## src/rtl/dq_pkg.sv

```systemverilog
`timescale 1ns / 1ps
`default_nettype none
// ----------------------------------------------------------------------------
// dq_pkg: shared definitions for the double-ended queue core
// Store geometry, operation codes, control structs and ring index helpers.
// ----------------------------------------------------------------------------
package dq_pkg;

  // Store geometry.
  localparam int DEPTH  = 1024;
  localparam int IDX_W  = $clog2(DEPTH);
  localparam int CNT_W  = $clog2(DEPTH + 1);
  localparam int DATA_W = 32;
  localparam int OP_W   = 3;

  // Operation codes.
  localparam logic [OP_W-1:0] OP_PUSH_FRONT = 3'd0;
  localparam logic [OP_W-1:0] OP_PUSH_BACK  = 3'd1;
  localparam logic [OP_W-1:0] OP_POP_FRONT  = 3'd2;
  localparam logic [OP_W-1:0] OP_POP_BACK   = 3'd3;
  localparam logic [OP_W-1:0] OP_SIZE       = 3'd4;
  localparam logic [OP_W-1:0] OP_EMPTY      = 3'd5;
  localparam logic [OP_W-1:0] OP_FRONT      = 3'd6;
  localparam logic [OP_W-1:0] OP_BACK       = 3'd7;

  typedef logic [IDX_W-1:0] idx_t;
  typedef logic [CNT_W-1:0] cnt_t;

  // Access to the entry store issued by the controller.
  typedef struct packed {
    logic                     wr_en;
    logic                     rd_en;
    idx_t                     addr;
    logic signed [DATA_W-1:0] wdata;
  } mem_req_t;

  // Registered result of one request, aligned with the store read data.
  typedef struct packed {
    logic                     valid;
    logic                     from_mem;
    logic signed [DATA_W-1:0] value;
    logic                     no_item;
    logic                     push_dropped;
  } res_info_t;

  // Ring index base + off, where off is at most DEPTH - 1.
  function automatic idx_t wrap_add(input idx_t base, input cnt_t off);
    logic [CNT_W:0] sum;
    sum = (CNT_W + 1)'(base) + (CNT_W + 1)'(off);
    if (sum >= (CNT_W + 1)'(DEPTH)) begin
      sum = sum - (CNT_W + 1)'(DEPTH);
    end
    return sum[IDX_W-1:0];
  endfunction

endpackage
`default_nettype wire

```

## src/rtl/dq_ctrl.sv

```systemverilog
`timescale 1ns / 1ps
`default_nettype none
// ----------------------------------------------------------------------------
// dq_ctrl: pointer and count control for the deque
// Decodes the request, issues at most one store access and updates head and count.
// ----------------------------------------------------------------------------
module dq_ctrl (
  input  wire logic                            clk,
  input  wire logic                            rst,
  input  wire logic                            accept,
  input  wire logic [dq_pkg::OP_W-1:0]         op,
  input  wire logic signed [dq_pkg::DATA_W-1:0] push_value,
  output dq_pkg::mem_req_t                     mem_req,
  output dq_pkg::res_info_t                    res_info
);

  dq_pkg::idx_t      head;
  dq_pkg::idx_t      head_next;
  dq_pkg::cnt_t      count;
  dq_pkg::cnt_t      count_next;
  dq_pkg::res_info_t res_next;
  logic              is_empty;
  logic              is_full;
  dq_pkg::idx_t      head_prev;
  dq_pkg::idx_t      head_inc;
  dq_pkg::idx_t      back_slot;
  dq_pkg::idx_t      tail_slot;

  assign is_empty  = (count == '0);
  assign is_full   = (count == dq_pkg::CNT_W'(dq_pkg::DEPTH));
  assign head_prev = (head == '0) ? dq_pkg::IDX_W'(dq_pkg::DEPTH - 1) : head - 1'b1;
  assign head_inc  = (head == dq_pkg::IDX_W'(dq_pkg::DEPTH - 1)) ? '0 : head + 1'b1;
  // The back entry sits count - 1 past the head; a push at the back lands at count.
  assign back_slot = dq_pkg::wrap_add(head, count - 1'b1);
  assign tail_slot = dq_pkg::wrap_add(head, count);

  // Decode the request into a store access, new pointers and the result word.
  always_comb begin
    mem_req.wr_en        = 1'b0;
    mem_req.rd_en        = 1'b0;
    mem_req.addr         = head;
    mem_req.wdata        = push_value;
    head_next            = head;
    count_next           = count;
    res_next.valid       = accept;
    res_next.from_mem    = 1'b0;
    res_next.value       = '0;
    res_next.no_item     = 1'b0;
    res_next.push_dropped = 1'b0;
    case (op)
      dq_pkg::OP_PUSH_FRONT: begin
        if (is_full) begin
          res_next.push_dropped = 1'b1;
        end else begin
          mem_req.wr_en = accept;
          mem_req.addr  = head_prev;
          head_next     = head_prev;
          count_next    = count + 1'b1;
        end
      end
      dq_pkg::OP_PUSH_BACK: begin
        if (is_full) begin
          res_next.push_dropped = 1'b1;
        end else begin
          mem_req.wr_en = accept;
          mem_req.addr  = tail_slot;
          count_next    = count + 1'b1;
        end
      end
      dq_pkg::OP_POP_FRONT: begin
        if (is_empty) begin
          res_next.no_item = 1'b1;
        end else begin
          mem_req.rd_en     = accept;
          res_next.from_mem = 1'b1;
          head_next         = head_inc;
          count_next        = count - 1'b1;
        end
      end
      dq_pkg::OP_POP_BACK: begin
        if (is_empty) begin
          res_next.no_item = 1'b1;
        end else begin
          mem_req.rd_en     = accept;
          mem_req.addr      = back_slot;
          res_next.from_mem = 1'b1;
          count_next        = count - 1'b1;
        end
      end
      dq_pkg::OP_SIZE: begin
        res_next.value = dq_pkg::DATA_W'(count);
      end
      dq_pkg::OP_EMPTY: begin
        res_next.value = dq_pkg::DATA_W'(is_empty);
      end
      dq_pkg::OP_FRONT: begin
        if (is_empty) begin
          res_next.no_item = 1'b1;
        end else begin
          mem_req.rd_en     = accept;
          res_next.from_mem = 1'b1;
        end
      end
      dq_pkg::OP_BACK: begin
        if (is_empty) begin
          res_next.no_item = 1'b1;
        end else begin
          mem_req.rd_en     = accept;
          mem_req.addr      = back_slot;
          res_next.from_mem = 1'b1;
        end
      end
      default: begin
        res_next.valid = accept;
      end
    endcase
  end

  // Pointer state updates only on an accepted word; the result payload
  // is registered alongside the store read.
  always_ff @(posedge clk) begin
    res_info.from_mem     <= res_next.from_mem;
    res_info.value        <= res_next.value;
    res_info.no_item      <= res_next.no_item;
    res_info.push_dropped <= res_next.push_dropped;
    if (rst) begin
      head           <= '0;
      count          <= '0;
      res_info.valid <= 1'b0;
    end else begin
      res_info.valid <= res_next.valid;
      if (accept) begin
        head  <= head_next;
        count <= count_next;
      end
    end
  end

endmodule
`default_nettype wire

```

## config.mk

```make
export PLATFORM = sky130hd
export DESIGN_NAME = dq_ctrl
export DESIGN_NICKNAME = d
export VERILOG_FILES = /design/src/rtl/dq_pkg.sv /design/src/rtl/dq_ctrl.sv
export SDC_FILE = /design/constraint.sdc
export NUM_CORES = 1
export LEC_CHECK = 0
export BUFFER_PORTS_ARGS = -buffer_cell sky130_fd_sc_hd__buf_2
export CAP_MARGIN = 20
export CORE_MARGIN = 5
export CORE_UTILIZATION = 30
export DETAILED_ROUTE_END_ITERATION = 10
export GPL_ROUTABILITY_DRIVEN = 0
export PLACE_DENSITY = 0.49
export SLEW_MARGIN = 15
export SYNTH_ARGS = -nofsm -noshare
export SYNTH_HDL_FRONTEND = slang
export SYNTH_SLANG_ARGS = --single-unit
```

## constraint.sdc

```tcl
create_clock -name clk -period 4.29 [get_ports clk]
set_clock_uncertainty 0.15 [all_clocks]
set_input_delay 0 -clock clk [delete_from_list [all_inputs] [get_ports clk]]
set_output_delay 0 -clock clk [all_outputs]
set_load 0.01 [all_outputs]
```

# Yosys cells after proc, flatten, opt, wreduce, memory -nomap -nowiden

Cells that the tools add are included.

Bits in registers: 57
Input bits: 38
Output and inout port bits: 80
Logic and storage cells: 62

Add/subtract/negate cells: 8
$lt $le $gt $ge: 2
Equality and inequality tests: 12
Muxes and demuxes: 21
Reductions and logical operators: 12

Operator list:

| operator                                                                 | number |
|---|---|
| 10-bit two-way mux                                                       | 7 |
| 11-bit one-hot mux with 2 select lines                                   | 2 |
| 11-bit two-way mux                                                       | 3 |
| 10-bit one-hot mux with 3 select lines                                   | 1 |
| 10-bit by 1-bit subtractor with 10-bit output (second input constant)    | 3 |
| 10-bit by 11-bit adder with 12-bit output                                | 2 |
| 12-bit by 11-bit >= comparator with 1-bit output (second input constant) | 2 |
| 10-bit one-hot mux with 2 select lines                                   | 1 |
| 3-bit == test (second input constant)                                    | 4 |
| 11-bit by 1-bit adder with 11-bit output (second input constant)         | 1 |
| 11-bit == test (second input constant)                                   | 1 |
| 11-bit zero test                                                         | 1 |
| 11-bit by 1-bit subtractor with 11-bit output (second input constant)    | 1 |
| 10-bit by 1-bit adder with 10-bit output (second input constant)         | 1 |
| 10-bit == test (second input constant)                                   | 1 |
| 10-bit zero test                                                         | 1 |
| 2-bit OR reduction                                                       | 4 |
| 3-bit by 2-bit == test with 1-bit output (second input constant)         | 2 |
| 1-bit two-way mux                                                        | 6 |
| 2-bit != test (second input constant)                                    | 3 |
| 4-bit AND reduction                                                      | 1 |
| 2-bit nonzero test                                                       | 2 |
| 4-bit OR reduction                                                       | 1 |
| 3-bit by 1-bit == test with 1-bit output (second input constant)         | 1 |
| other kinds (3)                                                          | 3 |

# Logic depth before layout (Yosys ltp)

Depth after elaboration: 6
Mapped depth: 13
Mapped depth without buffers: 13

# Least setup slack after synthesis

No wires, ideal clock.

Path kind: reg2out
Start point: register count[1]
End point: output mem_req[41] in the netlist's numbering
Arrival time: 3011 ps
Data required time: 4140 ps
Setup slack: 1129 ps
Stages on the path, launching flop included: 13
Path buffers: 0
Path through: dfxtp_1 -> inv_1 -> ha_1 -> nand2_1 -> or2_2 -> nor4_1 -> xor2_1 -> ha_1 -> a21o_1 -> a31oi_1 -> o22ai_1 -> a311o_1 -> o32a_1

RTL lines:

| item                   | RTL line       | source |
|---|---|---|
| start, declared        | dq_ctrl.sv:19  | `dq_pkg::cnt_t count;` |
| start signal, assigned | dq_ctrl.sv:134 | `count <= count_next;` |
| end, declared          | dq_ctrl.sv:13  | `output dq_pkg::mem_req_t mem_req,` |

==> qor.yml <==
status: "completed"
ys_seq_elements: 36
worstReg2RegStart: "count[1]$_SDFFE_PP0P_"
cts_made_buffers: 5
synth_seq_area_share_pct: 18.9
finalHoldViolCount: 0
layout-drive-gt1-share_pct: 11.1
critical_path.startpoint: "count[1]$_SDFFE_PP0P_"
yosys.area_share.simple_pct: 25.0
yosys.area.top_type: "dfxtp_1"
clockBufferDepth: 2
period_needed_ps: 3930
yosys_warnings: 0
ys_types: 60
postLayoutCoreUtil_pct: 34.6
final.setup.tns_ps: 0
clkSinkCount: 36
crit_required_ps: 4140
yosysMostFrequentCell: "nor2_1"
ys_top_cells_by_area: "dfxtp_1, buf_4, ha_1, nor2_1, a21oi_1"
clock-root-buffer: "clkbuf_16"
cts_tree: "done"
die_w_um: 123
floorplan.rows: 41
io_pins: 118
dr.pass1.iters: 7
ys_async_sr_fraction_pct: 0
n_fill_cell: 1379
pre_cts_ws_ps: 687
synth-edff-count: 0
min_path_type: "in2reg"
nets: 611
cpLargestDelayFamily: "compound AO/OA/AOI/OAI gates"
r2r-end: "head[8]$_SDFFE_PP0P_"
die_y_um: 123
gr-usage-all-layers_pct: 15.6
crit_cells: 13
max_stage_delay_ps: 380
setup_ws_ps: 362
drtIter0Drc: 330
synth_top_cell_area_share_pct: 18.9
finalCritPeriodShare_pct: 91.6
synth_top_family_by_area: "simple AND/OR/NAND/NOR gates"
viasPerCell: 5.17
coreArea_mm2: 0.0125
grt_pass1_vias: 3543
cp_common_cell: "ha_1"
cp_slowest_cell: "dfxtp_1"
hold_ws_ps: 1.75
cp_num_buf_inv: 2
r2r_setup_slack_ps: 1520
critPathCaptureType: "output pin"
cts.clk_slew.worst_paths_ps: 60
synth_compound_area_share_pct: 22.4
vias: 3727
maxCapViolations: 0
grt_antenna_before_repair: 0
floorplan.initialDensity_pct: 30.5
clk_latency_ps: 290
synth_xor_area_share_pct: 8.50
route.detailed.drc: 0
n_antenna_cell: 0
netlist_area_mm2: 0.00381
critPathKind: "reg2out"
areaGrowthSynthToFinish_pct: 13.7
slew_headroom_pct: 51.7
crit_path_cell_trace: "inv_1, ha_1, nand2_1, or2_2, nor4_1, xor2_1, ha_1, a21o_1, a31oi_1, o22ai_1, a311o_1, o32a_1, buf_2"
p_leak_nw: 1.90
synthAdderAreaFrac_pct: 8.60
crit_arrival_ps: 3780
tightestPinTransition_ps: 724
ys.flop_type: "dfxtp_1"
critical_path.startpoint_type: "flop"
ir_worst_vdd_uv: 152
fp.dieArea_mm2: 0.0151
avgRoutedWirePerCell_um: 16.4
fmax_ghz: 0.255
synth.avg_cell_area_um2: 7.26
worstRegToRegCells: 8
path_max_fanout: 7
rsz0062_at_grt: "no"
grt_max_degree: 23
gr-total-overflow: 0
h-tree-depth: 2
grt_pass1_wl_um: 18600
post-dp-hpwl_um: 8830
port_buffers: 32
setup_viol: 0
powerDensity_mw_per_mm2: 322
routed_wl_um: 11800
netlist_instances: 525
muxShareOfSynthArea_pct: 1.61
critPathCapture: "mem_req[41]"
synthTopCellsByCount: "nor2_1, buf_4, nand2_1, a21oi_1, o21ai_0"
slew_violations: 0
ant_nets: 0
registers in the layout, indices dropped and copies added (netlist names):
signal	cells
res_info	15
count	11
head	10
repair_timing:
| action | 4_1_cts | 5_1_grt |
|---|---|---|
| hold endpoints to repair | 35 | 0 |
| buffers inserted | 0 | 0 |
| endpoints found under the setup margin | 0 | 0 |
| hold buffers | 36 | 0 |
| resized for setup | 0 | 0 |
layout by cell type (no fill, tap or decap), drive strengths merged, types with 5 or more instances in the layout:
cell type	instances
ha	23
nor2b	6
conb	21
nand3	7
inv	11
mux2i	5
xor2	21
a21oi	40
xnor2	16
nand2	52
and3	12
o21ai	38
nand4	6
o22ai	5
and2	11
nor3	17
dfxtp	36
clkbuf	6
buf	42
a211oi	7
nor4	5
nor2	58
a21o	6
a31oi	8
dlygate4sd3	36
routing by layer:
metal	part of all wire, %	wire [µm]	GRT usage (%)	vias to the layer above
met5	0	0	0	-
met4	2.3	273	5.81	0
met3	7.1	843	2.58	18
met2	47	5500	25.5	151
met1	44	5190	20.6	1740
li1	-	-	-	1818
area by class of cell:
cell class              instances  area (µm²)  area share, %
well taps                     172         215           4.96
repair buffers                 78         596           13.7
clock inverters                 2        35.0          0.808
inverters                      11        41.3          0.952
clock buffers                   6         129           2.97
multi-input cells             416        2600           60.0
flip-flops and latches         36         721           16.6
how the worst min path moves through the flow:
| stage | from | endpoint | slack [ps] | depth (start not counted) |
|---|---|---|---|---|
| floorplan | rst | res_info[35]$_SDFF_PP0_ | -80 | 1 |
| global placement | push_value[13] | mem_req[13] | -150 | 0 |
| detailed placement | push_value[13] | mem_req[13] | -150 | 0 |
| CTS | op[1] | res_info[1]$_SDFF_PN0_ | 4 | 3 |
| global route | rst | head[0]$_SDFFE_PP0P_ | 30 | 2 |
| finish | rst | head[4]$_SDFFE_PP0P_ | 2 | 2 |
stage by stage:
step	power [W]	area, µm²	std cells
CTS	0.00141	4340	721
finish	0.00140	4340	721
detailed placement	0.000940	3810	677
global placement	0.000935	3810	677
global route	0.00149	4340	721
floorplan	0.000844	3890	545
power breakdown:
group / switching [W] / internal [W] / total [W]
sequential: 0.0000266 / 0.000351 / 0.000378
clock: 0.000149 / 0.000274 / 0.000423
combinational: 0.000354 / 0.000243 / 0.000598
kinds of logic (layout without fill, tap and decap cells):
family / Yosys count / after routing
flops: 36 / 36
other cells: 1 / 21
simple gates: 191 / 191
mux: 6 / 6
fa+ha+maj: 25 / 25
buf+inv: 93 / 97
xor+xnor: 37 / 37
compound gates: 136 / 136
Note: power is estimated with default switching activity, not from simulation.
